### config.mk
export PLATFORM = sky130hd
export DESIGN_NAME = color_blend_unit_top
export DESIGN_NICKNAME = d
export VERILOG_FILES = /design/src/design/cbu_pkg.sv /design/src/design/cbu_channel.sv /design/src/design/color_blend_unit_top.sv
export VERILOG_INCLUDE_DIRS = /design/src /design/src/design
export SDC_FILE = /design/constraint.sdc
export NUM_CORES = 2
export LEC_CHECK = 0
export BUFFER_PORTS_ARGS = -buffer_cell sky130_fd_sc_hd__buf_2
export CORE_ASPECT_RATIO = 1.4
export CORE_MARGIN = 1
export CORE_UTILIZATION = 26
export CTS_CLUSTER_SIZE = 8
export DETAILED_ROUTE_END_ITERATION = 8
export RECOVER_POWER = 50
export SLEW_MARGIN = 20
export SYNTH_ARGS = -nofsm -noshare
export SYNTH_HDL_FRONTEND = slang
export SYNTH_SLANG_ARGS = --single-unit
### constraint.sdc
create_clock -name clock -period 19.2 [get_ports clock]
set_input_delay 0.96 -clock clock [delete_from_list [all_inputs] [get_ports clock]]
set_output_delay 0.96 -clock clock [all_outputs]
set_load 0.02 [all_outputs]
### src/design/color_blend_unit_top_assert.svh
// Assertion macros used by the color blend unit RTL.
// Included by color_blend_unit_top, which checks its own logic; no other dependencies.
`ifndef COLOR_BLEND_UNIT_TOP_ASSERT_SVH
`define COLOR_BLEND_UNIT_TOP_ASSERT_SVH

`ifndef SYNTH
`define CBU_ASSERT(name, clk, rst, prop) \
   name: assert property (@(posedge clk) disable iff (rst) (prop)) \
      else $error("cbu assertion failed");
`define CBU_ASSERT_NEXT(name, clk, rst, ante, cons) \
   name: assert property (@(posedge clk) disable iff (rst) (ante) |=> (cons)) \
      else $error("cbu assertion failed");
`else
`define CBU_ASSERT(name, clk, rst, prop)
`define CBU_ASSERT_NEXT(name, clk, rst, ante, cons)
`endif

`endif

### src/design/cbu_pkg.sv
// Types and constants of the color blend unit.
// Used by cbu_channel and color_blend_unit_top; no dependencies.
package cbu_pkg;

   localparam int FIELD_BITS = 8;
   localparam int CSR_DATA_BITS = 32;
   localparam int CSR_INDEX_BITS = 3;

   typedef logic [3:0][FIELD_BITS-1:0] rgba_type;

   localparam logic [1:0] CH_RED = 2'd0;
   localparam logic [1:0] CH_GREEN = 2'd1;
   localparam logic [1:0] CH_BLUE = 2'd2;
   localparam logic [1:0] CH_ALPHA = 2'd3;

   typedef enum logic [3:0] {
      FACTOR_ZERO            = 4'd0,
      FACTOR_ONE             = 4'd1,
      FACTOR_SRC_COLOR       = 4'd2,
      FACTOR_INV_SRC_COLOR   = 4'd3,
      FACTOR_DST_COLOR       = 4'd4,
      FACTOR_INV_DST_COLOR   = 4'd5,
      FACTOR_SRC_ALPHA       = 4'd6,
      FACTOR_INV_SRC_ALPHA   = 4'd7,
      FACTOR_DST_ALPHA       = 4'd8,
      FACTOR_INV_DST_ALPHA   = 4'd9,
      FACTOR_CONST_COLOR     = 4'd10,
      FACTOR_INV_CONST_COLOR = 4'd11,
      FACTOR_CONST_ALPHA     = 4'd12,
      FACTOR_INV_CONST_ALPHA = 4'd13,
      FACTOR_ALPHA_SATURATE  = 4'd14
   } factor_type;

   typedef enum logic [2:0] {
      EQ_ADD     = 3'd0,
      EQ_SUB     = 3'd1,
      EQ_REV_SUB = 3'd2,
      EQ_MIN     = 3'd3,
      EQ_MAX     = 3'd4
   } equation_type;

   typedef struct packed {
      factor_type   src_factor;
      factor_type   dst_factor;
      equation_type equation;
   } chan_cfg_type;

   localparam logic [CSR_INDEX_BITS-1:0] CSR_BLEND_ENABLE    = 3'd0;
   localparam logic [CSR_INDEX_BITS-1:0] CSR_RGB_SRC_FACTOR  = 3'd1;
   localparam logic [CSR_INDEX_BITS-1:0] CSR_RGB_DST_FACTOR  = 3'd2;
   localparam logic [CSR_INDEX_BITS-1:0] CSR_ALPHA_SRC_FACTOR = 3'd3;
   localparam logic [CSR_INDEX_BITS-1:0] CSR_ALPHA_DST_FACTOR = 3'd4;
   localparam logic [CSR_INDEX_BITS-1:0] CSR_RGB_EQUATION    = 3'd5;
   localparam logic [CSR_INDEX_BITS-1:0] CSR_ALPHA_EQUATION  = 3'd6;
   localparam logic [CSR_INDEX_BITS-1:0] CSR_CONSTANT_RGBA   = 3'd7;

endpackage

### src/design/cbu_channel.sv
// Blend datapath for one color channel: factor select, scale and combine.
// Depends on cbu_pkg.
module cbu_channel #(
   parameter int CHANNEL_BITS = 8,
   parameter bit ALPHA_USE = 1'b0
) (
   input  logic [CHANNEL_BITS-1:0] src_val,
   input  logic [CHANNEL_BITS-1:0] dst_val,
   input  logic [CHANNEL_BITS-1:0] src_alpha,
   input  logic [CHANNEL_BITS-1:0] dst_alpha,
   input  logic [CHANNEL_BITS-1:0] const_val,
   input  logic [CHANNEL_BITS-1:0] const_alpha,
   input  cbu_pkg::chan_cfg_type   cfg,
   output logic [CHANNEL_BITS-1:0] result
);
   import cbu_pkg::*;

   localparam int CB = CHANNEL_BITS;
   localparam logic [CB-1:0] CH_MAX = {CB{1'b1}};
   localparam logic [2*CB:0] HALF = (2*CB+1)'(1) << (CB-1);

   function automatic logic [CB-1:0] factor_of(factor_type code);
      logic [CB-1:0] sat;
      sat = CH_MAX - dst_alpha;
      case (code)
         FACTOR_ONE:             return CH_MAX;
         FACTOR_SRC_COLOR:       return src_val;
         FACTOR_INV_SRC_COLOR:   return CH_MAX - src_val;
         FACTOR_DST_COLOR:       return dst_val;
         FACTOR_INV_DST_COLOR:   return CH_MAX - dst_val;
         FACTOR_SRC_ALPHA:       return src_alpha;
         FACTOR_INV_SRC_ALPHA:   return CH_MAX - src_alpha;
         FACTOR_DST_ALPHA:       return dst_alpha;
         FACTOR_INV_DST_ALPHA:   return CH_MAX - dst_alpha;
         FACTOR_CONST_COLOR:     return const_val;
         FACTOR_INV_CONST_COLOR: return CH_MAX - const_val;
         FACTOR_CONST_ALPHA:     return const_alpha;
         FACTOR_INV_CONST_ALPHA: return CH_MAX - const_alpha;
         FACTOR_ALPHA_SATURATE: begin
            if (ALPHA_USE) begin
               return CH_MAX;
            end else begin
               return (src_alpha < sat) ? src_alpha : sat;
            end
         end
         default:                return '0;
      endcase
   endfunction

   // Rounded a*f/M with M = 2^CB-1, done by the add-and-shift identity.
   function automatic logic [CB-1:0] scale(logic [CB-1:0] a, logic [CB-1:0] f);
      logic [2*CB-1:0] prod;
      logic [2*CB:0]   q;
      logic [2*CB:0]   r;
      prod = {{CB{1'b0}}, a} * {{CB{1'b0}}, f};
      q = {1'b0, prod} + HALF;
      r = (q + (q >> CB)) >> CB;
      return r[CB-1:0];
   endfunction

   logic [CB-1:0] src_scaled;
   logic [CB-1:0] dst_scaled;
   logic [CB:0]   sum;

   always_comb begin
      src_scaled = scale(src_val, factor_of(cfg.src_factor));
      dst_scaled = scale(dst_val, factor_of(cfg.dst_factor));
      sum = {1'b0, src_scaled} + {1'b0, dst_scaled};
      case (cfg.equation)
         EQ_SUB: begin
            result = (src_scaled > dst_scaled) ? src_scaled - dst_scaled : '0;
         end
         EQ_REV_SUB: begin
            result = (dst_scaled > src_scaled) ? dst_scaled - src_scaled : '0;
         end
         EQ_MIN: begin
            result = (src_scaled < dst_scaled) ? src_scaled : dst_scaled;
         end
         EQ_MAX: begin
            result = (src_scaled > dst_scaled) ? src_scaled : dst_scaled;
         end
         default: begin
            result = sum[CB] ? CH_MAX : sum[CB-1:0];
         end
      endcase
   end

endmodule

### src/design/color_blend_unit_top.sv
// Top level of the color blend unit: register file, input and result stages.
// Depends on cbu_pkg, cbu_channel and color_blend_unit_top_assert.svh.
//
// The req channel carries one fragment per transaction: source and framebuffer
// RGBA. The rsp channel returns the blended RGBA, one transaction per request,
// in order. Both use valid/ready handshakes.
// A request is captured in an input register, blended by one pass of
// combinational logic (factor select, one multiply per term, rounding and
// combine) and stored in the result register. rsp_valid rises when the request
// moves on from the input register, which waits while a stalled result holds.
// Throughput is one transaction per cycle while rsp_ready stays high; the
// multiply and rounding path of each channel sets the cycle time.
// When the receiver stalls, the result register holds and the input register
// fills; req_ready drops only when both stages are occupied and rsp_ready is low.
// The csr port writes one blend register per cycle with csr_we high; write it
// only while no transaction is in flight.
// Reset empties both stages and restores the defaults: blending off, source
// factor one, destination factor zero, add, constant color zero.
`include "color_blend_unit_top_assert.svh"

module color_blend_unit_top #(
   parameter int CHANNEL_BITS = 8
) (
   input  logic                                clock,
   input  logic                                reset,
   input  logic                                req_valid,
   output logic                                req_ready,
   input  logic [cbu_pkg::FIELD_BITS-1:0]      req_src_red,
   input  logic [cbu_pkg::FIELD_BITS-1:0]      req_src_green,
   input  logic [cbu_pkg::FIELD_BITS-1:0]      req_src_blue,
   input  logic [cbu_pkg::FIELD_BITS-1:0]      req_src_alpha,
   input  logic [cbu_pkg::FIELD_BITS-1:0]      req_dst_red,
   input  logic [cbu_pkg::FIELD_BITS-1:0]      req_dst_green,
   input  logic [cbu_pkg::FIELD_BITS-1:0]      req_dst_blue,
   input  logic [cbu_pkg::FIELD_BITS-1:0]      req_dst_alpha,
   output logic                                rsp_valid,
   input  logic                                rsp_ready,
   output logic [cbu_pkg::FIELD_BITS-1:0]      rsp_out_red,
   output logic [cbu_pkg::FIELD_BITS-1:0]      rsp_out_green,
   output logic [cbu_pkg::FIELD_BITS-1:0]      rsp_out_blue,
   output logic [cbu_pkg::FIELD_BITS-1:0]      rsp_out_alpha,
   input  logic                                csr_we,
   input  logic [cbu_pkg::CSR_INDEX_BITS-1:0]  csr_index,
   input  logic [cbu_pkg::CSR_DATA_BITS-1:0]   csr_wdata
);
   import cbu_pkg::*;

   localparam int CB = CHANNEL_BITS;

   localparam chan_cfg_type CFG_RESET = '{
      src_factor: FACTOR_ONE,
      dst_factor: FACTOR_ZERO,
      equation:   EQ_ADD
   };

   logic         blend_enable_ff, blend_enable_in;
   chan_cfg_type rgb_cfg_ff, rgb_cfg_in;
   chan_cfg_type alpha_cfg_ff, alpha_cfg_in;
   rgba_type     const_ff, const_in;

   logic         s1_valid_ff, s1_valid_in;
   rgba_type     src_ff, src_in;
   rgba_type     dst_ff, dst_in;
   logic         rsp_valid_ff, rsp_valid_in;
   rgba_type     rsp_data_ff, rsp_data_in;

   logic         s1_advance;
   rgba_type     pass_data;
   rgba_type     blend_data;

   logic [FIELD_BITS+CB-1:0] src_wide [4];
   logic [FIELD_BITS+CB-1:0] dst_wide [4];
   logic [FIELD_BITS+CB-1:0] const_wide [4];
   logic [CB-1:0]            src_ch [4];
   logic [CB-1:0]            dst_ch [4];
   logic [CB-1:0]            const_ch [4];
   logic [CB-1:0]            blend_ch [4];
   logic [FIELD_BITS+CB-1:0] src_out_wide [4];
   logic [FIELD_BITS+CB-1:0] blend_out_wide [4];

   always_comb begin
      blend_enable_in = blend_enable_ff;
      rgb_cfg_in = rgb_cfg_ff;
      alpha_cfg_in = alpha_cfg_ff;
      const_in = const_ff;
      if (csr_we) begin
         case (csr_index)
            CSR_BLEND_ENABLE:     blend_enable_in = csr_wdata[0];
            CSR_RGB_SRC_FACTOR:   rgb_cfg_in.src_factor = factor_type'(csr_wdata[3:0]);
            CSR_RGB_DST_FACTOR:   rgb_cfg_in.dst_factor = factor_type'(csr_wdata[3:0]);
            CSR_ALPHA_SRC_FACTOR: alpha_cfg_in.src_factor = factor_type'(csr_wdata[3:0]);
            CSR_ALPHA_DST_FACTOR: alpha_cfg_in.dst_factor = factor_type'(csr_wdata[3:0]);
            CSR_RGB_EQUATION:     rgb_cfg_in.equation = equation_type'(csr_wdata[2:0]);
            CSR_ALPHA_EQUATION:   alpha_cfg_in.equation = equation_type'(csr_wdata[2:0]);
            CSR_CONSTANT_RGBA:    const_in = rgba_type'(csr_wdata);
            default:              blend_enable_in = blend_enable_ff;
         endcase
      end
   end

   always_ff @(posedge clock) begin
      if (reset) begin
         blend_enable_ff <= 1'b0;
         rgb_cfg_ff <= CFG_RESET;
         alpha_cfg_ff <= CFG_RESET;
         const_ff <= '0;
      end else begin
         blend_enable_ff <= blend_enable_in;
         rgb_cfg_ff <= rgb_cfg_in;
         alpha_cfg_ff <= alpha_cfg_in;
         const_ff <= const_in;
      end
   end

   assign s1_advance = !rsp_valid_ff || rsp_ready;
   assign req_ready = !s1_valid_ff || s1_advance;

   always_comb begin
      s1_valid_in = req_ready ? req_valid : s1_valid_ff;
      src_in = src_ff;
      dst_in = dst_ff;
      if (req_valid && req_ready) begin
         src_in = {req_src_alpha, req_src_blue, req_src_green, req_src_red};
         dst_in = {req_dst_alpha, req_dst_blue, req_dst_green, req_dst_red};
      end
      rsp_valid_in = s1_advance ? s1_valid_ff : rsp_valid_ff;
      rsp_data_in = rsp_data_ff;
      if (s1_valid_ff && s1_advance) begin
         rsp_data_in = blend_enable_ff ? blend_data : pass_data;
      end
   end

   always_ff @(posedge clock) begin
      if (reset) begin
         s1_valid_ff <= 1'b0;
         rsp_valid_ff <= 1'b0;
      end else begin
         s1_valid_ff <= s1_valid_in;
         rsp_valid_ff <= rsp_valid_in;
      end
   end

   always_ff @(posedge clock) begin
      src_ff <= src_in;
      dst_ff <= dst_in;
      rsp_data_ff <= rsp_data_in;
   end

   for (genvar k = 0; k < 4; k++) begin : g_chan
      assign src_wide[k] = {{CB{1'b0}}, src_ff[k]};
      assign dst_wide[k] = {{CB{1'b0}}, dst_ff[k]};
      assign const_wide[k] = {{CB{1'b0}}, const_ff[k]};
      assign src_ch[k] = src_wide[k][CB-1:0];
      assign dst_ch[k] = dst_wide[k][CB-1:0];
      assign const_ch[k] = const_wide[k][CB-1:0];

      cbu_channel #(
         .CHANNEL_BITS (CB),
         .ALPHA_USE    (k == 3)
      ) u_channel (
         .src_val     (src_ch[k]),
         .dst_val     (dst_ch[k]),
         .src_alpha   (src_ch[CH_ALPHA]),
         .dst_alpha   (dst_ch[CH_ALPHA]),
         .const_val   (const_ch[k]),
         .const_alpha (const_ch[CH_ALPHA]),
         .cfg         ((k == 3) ? alpha_cfg_ff : rgb_cfg_ff),
         .result      (blend_ch[k])
      );

      assign src_out_wide[k] = {{FIELD_BITS{1'b0}}, src_ch[k]};
      assign blend_out_wide[k] = {{FIELD_BITS{1'b0}}, blend_ch[k]};
      assign pass_data[k] = src_out_wide[k][FIELD_BITS-1:0];
      assign blend_data[k] = blend_out_wide[k][FIELD_BITS-1:0];
   end

   assign rsp_valid = rsp_valid_ff;
   assign rsp_out_red = rsp_data_ff[CH_RED];
   assign rsp_out_green = rsp_data_ff[CH_GREEN];
   assign rsp_out_blue = rsp_data_ff[CH_BLUE];
   assign rsp_out_alpha = rsp_data_ff[CH_ALPHA];

   `CBU_ASSERT_NEXT(a_accept_fills_s1, clock, reset, req_valid && req_ready, s1_valid_ff)
   `CBU_ASSERT_NEXT(a_s1_moves_to_rsp, clock, reset, s1_valid_ff && s1_advance, rsp_valid_ff)
   `CBU_ASSERT(a_stall_only_when_full, clock, reset,
      req_ready || (s1_valid_ff && rsp_valid_ff && !rsp_ready))
   `CBU_ASSERT_NEXT(a_identity_blend, clock, reset,
      s1_valid_ff && s1_advance && blend_enable_ff &&
      rgb_cfg_ff.src_factor == FACTOR_ONE && rgb_cfg_ff.dst_factor == FACTOR_ZERO &&
      rgb_cfg_ff.equation == EQ_ADD,
      rsp_data_ff[CH_RED] == $past(pass_data[CH_RED]))

endmodule
After elaboration in Yosys (flattened, before gate mapping)
Cells that the tools add are included.

Add/sub/neg operators: 40. Multipliers: 8. $lt $le $gt $ge: 13. Eq/ne operators: 71. Mux-type cells: 34. Reduce and logical (&&, ||, !) cells: 29.

Operators by type and width (number): one-hot mux 8 bit (14 select lines) (6); 2-to-1 mux 8 bit (21); adder 16 x 8 -> 17 bit (second input constant) (8); adder 16 x 9 -> 16 bit (8); multiplier 8 x 8 -> 16 bit (8); one-hot mux 8 bit (4 select lines) (4); equality test 4 bit (second input constant) (28); one-hot mux 8 bit (7 select lines) (2); subtractor 8 bit (first input constant) (12); equality test 4 x 3 -> 1 bit (second input constant) (16); greater-than comparator 8 bit (8); subtractor 8 bit (8); less-than comparator 8 bit (5); adder 8 x 8 -> 9 bit (4); equality test 4 x 2 -> 1 bit (second input constant) (8); 2-to-1 mux 32 bit (1); OR reduction 2 bit (14); equality test 3 x 2 -> 1 bit (second input constant) (6); equality test 3 bit (second input constant) (6); equality test 4 x 1 -> 1 bit (second input constant) (4); AND reduction 2 bit (8); equality test 3 x 1 -> 1 bit (second input constant) (3); logical NOT 3 bit (1); logical AND 1 bit (2); other kinds (2) (4).

Flip-flop bits (word level): 153. Output and inout bits: 34.

Logic depth before layout (Yosys ltp)
Word-level depth: 11. Gate-level depth with buffers: 49.

Cells and area by module
Synthesis repeated with hierarchy kept, for this count alone.

Cells, all modules: 5142. Area total of the unflattened synthesis: 41897.7 µm².

By module, submodules not included: cbu_channel at g_chan[2].u_channel (instances 1, cells each 1255, area each 9407.8 µm², seq. area each 0.0 µm²); cbu_channel at g_chan[1].u_channel (instances 1, cells each 1197, area each 9101.2 µm², seq. area each 0.0 µm²); cbu_channel at g_chan[0].u_channel (instances 1, cells each 1180, area each 9027.4 µm², seq. area each 0.0 µm²); cbu_channel at g_chan[3].u_channel (instances 1, cells each 1142, area each 8607.0 µm², seq. area each 0.0 µm²); color_blend_unit_top (instances 1, cells each 368, area each 5754.3 µm², seq. area each 4023.9 µm²).

Worst setup path before layout
Ideal clock, no wire load.

Path type: reg2reg. Start point: reg dst_ff, in the netlist dst_ch[2]. End point: reg rsp_data_ff, in the netlist rsp_out_green[5] (data pin). Setup time: 0.273 ns. Arrival: 9.842 ns. Path slack: 9.085 ns. Stages on the path, launching flop included: 41. Buffers on the path: 1. Path through: edfxtp_1 > ha_1 > o21ai_0 > a221oi_1 > nor2_1 > mux2i_1 > a221oi_1 > o221ai_1 > and2_1 > fa_1 > fa_1 > fa_1 > inv_1 > fa_1 > inv_1 > ha_1 > a21oi_1 > o211ai_1 > [... 5 more ...] > ha_1 > a211oi_1 > a41oi_2 > nor3b_1 > xnor2_1 > inv_1 > ha_1 > clkbuf_1 > inv_1 > a21oi_1 > nor2_1 > nor2_1 > nor2_1 > o311ai_0 > o221a_2 > o21ai_0 > a21oi_1 > o221ai_1.

Longest elaborated chain between the ends: 11.

RTL lines: from (decl) (line color_blend_unit_top.sv:63) `rgba_type dst_ff, dst_in;`; from (signal assigned) (line color_blend_unit_top.sv:145) `dst_ff <= dst_in;`; subtractor 8 bit (line cbu_channel.sv:24, cbu_channel.sv:34); less-than comparator 8 bit (line cbu_channel.sv:43) `return (src_alpha < sat) ? src_alpha : sat;`; 2-to-1 mux 8 bit (line cbu_channel.sv:43); one-hot mux 8 bit (14 select lines) (line cbu_channel.sv:25) `case (code)`; multiplier 8 x 8 -> 16 bit (line cbu_channel.sv:55) `prod = {{CB{1'b0}}, a} * {{CB{1'b0}}, f};`; adder 16 x 8 -> 17 bit (line cbu_channel.sv:56) `q = {1'b0, prod} + HALF;`; adder 16 x 9 -> 16 bit (line cbu_channel.sv:57) `r = (q + (q >> CB)) >> CB;`; adder 8 x 8 -> 9 bit (tied with other cells) (line cbu_channel.sv:68) `sum = {1'b0, src_scaled} + {1'b0, dst_scaled};`; 2-to-1 mux 8 bit, on equally long branches; one-hot mux 8 bit (4 select lines) (*) (line cbu_channel.sv:69) `case (cfg.equation)`; 2-to-1 mux 32 bit (*) (line color_blend_unit_top.sv:129) `rsp_data_in = blend_enable_ff ? blend_data : pass_data;`; to (signal assigned) (line color_blend_unit_top.sv:146) `rsp_data_ff <= rsp_data_in;`; to (decl) (line color_blend_unit_top.sv:65) `rgba_type rsp_data_ff, rsp_data_in;`.

Every way passes the cells marked *; elsewhere a longest branch is shown, timed or not. A chain may end at the register's enable or synchronous reset.

Worst setup path after layout
Start point: reg src_ff, in the netlist pass_data[26]. End point: reg rsp_data_ff, in the netlist rsp_out_red[3] (data pin).

Longest elaborated chain between the ends: 10.

RTL lines: from (decl) (line color_blend_unit_top.sv:62) `rgba_type src_ff, src_in;`; from (signal assigned) (line color_blend_unit_top.sv:144) `src_ff <= src_in;`; less-than comparator 8 bit (line cbu_channel.sv:43); 2-to-1 mux 8 bit (line cbu_channel.sv:43); one-hot mux 8 bit (14 select lines) (line cbu_channel.sv:25); multiplier 8 x 8 -> 16 bit (line cbu_channel.sv:55); adder 16 x 8 -> 17 bit (line cbu_channel.sv:56); adder 16 x 9 -> 16 bit (line cbu_channel.sv:57); adder 8 x 8 -> 9 bit (tied with other cells) (line cbu_channel.sv:68); 2-to-1 mux 8 bit, on equally long branches; one-hot mux 8 bit (4 select lines) (*) (line cbu_channel.sv:69); 2-to-1 mux 32 bit (*) (line color_blend_unit_top.sv:129).

Marked as above.

==> flow_metrics.py <==
metrics = {
    "critical_path": {
        "rr_endpoint": "rsp_out_red[3]",
        "regToRegSetupSlack_ps": 6530,
        "r2r-start": "pass_data[26]",
        "start_kind": "register",
        "slowest_delay_ps": 770,
        "r2r_cells": 40,
        "crit_start": "pass_data[26]",
        "worstPathArrival_ps": 12980,
        "crit_end": "rsp_out_red[3]",
        "crit_top_cell": "a21oi_1",
        "cp_max_fo": 17,
        "critPathSlowestCell": "edfxtp_1",
        "worstPathRequired_ps": 19510,
        "critical_path_class": "register to register",
        "worstSetupEndpointType": "register",
    },
    "job": {
        "maxCapViolCount": 3,
    },
    "cells_and_area": {
        "num-fill-cells": 14600,
        "design_area_um2": 38700,
        "areaGrowthSynthToFinish_pct": 8.35,
        "drive_above_1_share": 0.0673,
        "finalNetCount": 5176,
    },
    "global_routing": {
        "grt_overflow": 0,
        "use_met2": 0.302,
        "top_usage_layer": "met2",
        "antenna_found_initial": 9,
        "grt_pass1_wl_um": 182000,
        "grt_use_total": 0.170,
        "grt_max_degree": 58,
        "use_met1": 0.201,
        "grtUsageMet3": 0.0241,
        "grt_pass1_vias": 31700,
    },
    "timing": {
        "skew_ps": 24.7,
        "worst_pin_slew_ps": 3180,
        "rsz0062_at_grt": "no",
        "setup_viol": 0,
        "max_clock_freq_mhz": 78.9,
        "finalHoldViolations": 0,
        "fin_crit_sh": 0.660,
        "tns_ps": 0,
        "fin_crit_ps": 12670,
        "slew_headroom": -1.12,
        "slew_violations": 93,
    },
    "yosys": {
        "avgSynthCellArea_um2": 8.37,
        "synth_fp_nets": 5176,
        "yosysSeqAreaShare": 0.113,
        "ys_dominant_reg_cell": "edfxtp_1",
        "yosys_register_bits": 153,
        "yosys.area.top_type": "ha_1",
        "synth_edf_count": 96,
        "async_reset_ff_frac": 0,
        "yosysUniqueCellTypes": 109,
        "ys_top_cells_by_area": "ha_1, fa_1, edfxtp_1, inv_1, and2_1",
        "synthTopCellsByCount": "inv_1, ha_1, nand2_1, fa_1, nor2_1",
        "netlist_area_um2": 35700,
        "yosys.area.top_type_share": 0.175,
        "post-synth-top-count-cell": "inv_1",
        "syn_inst": 4265,
        "yosys_warnings": 0,
    },
    "floorplan": {
        "core_um2": 136000,
        "die_w_um": 315,
        "fp-row-count": 160,
        "boundaryPins": 138,
        "die_area_um2": 139000,
        "die_h_um": 440,
        "initial_core_util": 0.262,
    },
    "clock_tree": {
        "postCtsSetupBuffers": 0,
        "cts_sinks": 153,
        "clkSlewWorstSetupHoldPaths_ps": 70,
        "cts.repair.resized": 0,
        "cts-root-buf": "clkbuf_16",
        "clkLatencyLatePin_ps": 530,
        "cts_tree": "yes",
        "h-tree-depth": 4,
        "numCtsBuffers": 17,
        "clockBufferDepth": 2,
        "ctsHoldBuffers": 0,
    },
    "route": {
        "drt_first_pass_iters": 9,
        "via_per_inst": 5.17,
        "drtIter0Drc": 1864,
        "ant_nets": 0,
        "route.detailed.drc": 10,
        "via_count": 31300,
        "avgRoutedWirePerCell_um": 19.6,
        "routed_wirelength_um": 119000,
    },
    "placement": {
        "dpl.hpwl_um": 96000,
        "gp_congestion": 0.917,
        "portBuffers": 137,
        "postPlaceCellArea_um2": 38100,
    },
    "run_status": {
        "status": "complete, but fails checks",
        "violations": "design-rule violations, max-capacitance violations, max-slew violations",
    },
    "min_path": {
        "min_path_type": "register to register",
    },
}
stage by stage:
step | hold slack, ps | std cells | util | worst slack (ps)
4_1_cts | 474 | 6060 | 0.285 | 6780
6_report | 475 | 6061 | 0.284 | 6530
3_3_place_gp | 456 | 6028 | 0.280 | 6990
5_1_grt | 501 | 6061 | 0.284 | 5680
3_5_place_dp | 464 | 6028 | 0.280 | 6810
2_1_floorplan | 442 | 4265 | - | 9090
layer usage:
metal / up-vias / part of all wire
met1: 15400 / 0.41
met5: - / 0.00026
met4: 4 / 0.046
met3: 250 / 0.053
met2: 954 / 0.49
li1: 14700 / -
worst min path at each step:
stage | start | to | slack [ps] | cells after the start
2_1_floorplan | const_ch[10] | const_ch[10] | 440 | 2
3_3_place_gp | const_ch[26] | const_ch[26] | 460 | 2
3_5_place_dp | const_ch[26] | const_ch[26] | 460 | 2
4_1_cts | const_ch[26] | const_ch[26] | 470 | 2
5_1_grt | const_ch[14] | const_ch[14] | 500 | 2
6_report | const_ch[26] | const_ch[26] | 470 | 2
logic make-up after synthesis:
family | share of synthesized area
compound gates | 0.199
xor+xnor | 0.0539
fa+ha+maj | 0.348
buf+inv | 0.0802
flops | 0.113
mux | 0.0219
simple gates | 0.184
sequential cells by signal (all words and copies together), names as in the netlist, 11 cells and up:
register / cells
const_ch: 32
dst_ch: 32
pass_data: 32
alpha_cfg_ff: 11
rgb_cfg_ff: 11
placed cells by master, fill, tap and decap left out, types with 96 or more instances in the layout:
master / Yosys / routed
inv_1: 559 / 559
nor2b_1: 121 / 119
edfxtp_1: 96 / 96
a21oi_1: 242 / 242
fa_1: 308 / 308
nand2_1: 349 / 349
xnor2_1: 133 / 133
nor2_1: 248 / 247
buf_2: 9 / 100
o21ai_0: 128 / 128
ha_1: 499 / 499
and2_1: 244 / 243
final cells by class:
| cell class | instances | area, µm² | share of cell area |
|---|---|---|---|
| inverters | 564 | 2120 | 0.0547 |
| multi-input cells | 3360 | 28800 | 0.745 |
| clock buffers | 18 | 450 | 0.0116 |
| clock inverters | 14 | 150 | 0.00388 |
| diodes | 1 | 2.50 | 0.0000647 |
| repair buffers | 169 | 872 | 0.0225 |
| flip-flops and latches | 153 | 4030 | 0.104 |
| well taps | 1782 | 2230 | 0.0576 |
worst max-delay path: cells and delay by family, from the launching register on:
kind                     cells  cell delay, ps
AND/OR/NAND/NOR              7            1940
flip-flops                   1             770
buffers and inverters        3             240
AO/OA/AOI/OAI               21            5790
adder cells (fa/ha/maj)      8            3440
multiplexers                 1             230
Power is not shown: default switching activity piles up to over one toggle a cycle in this logic, so the estimate is an artifact.
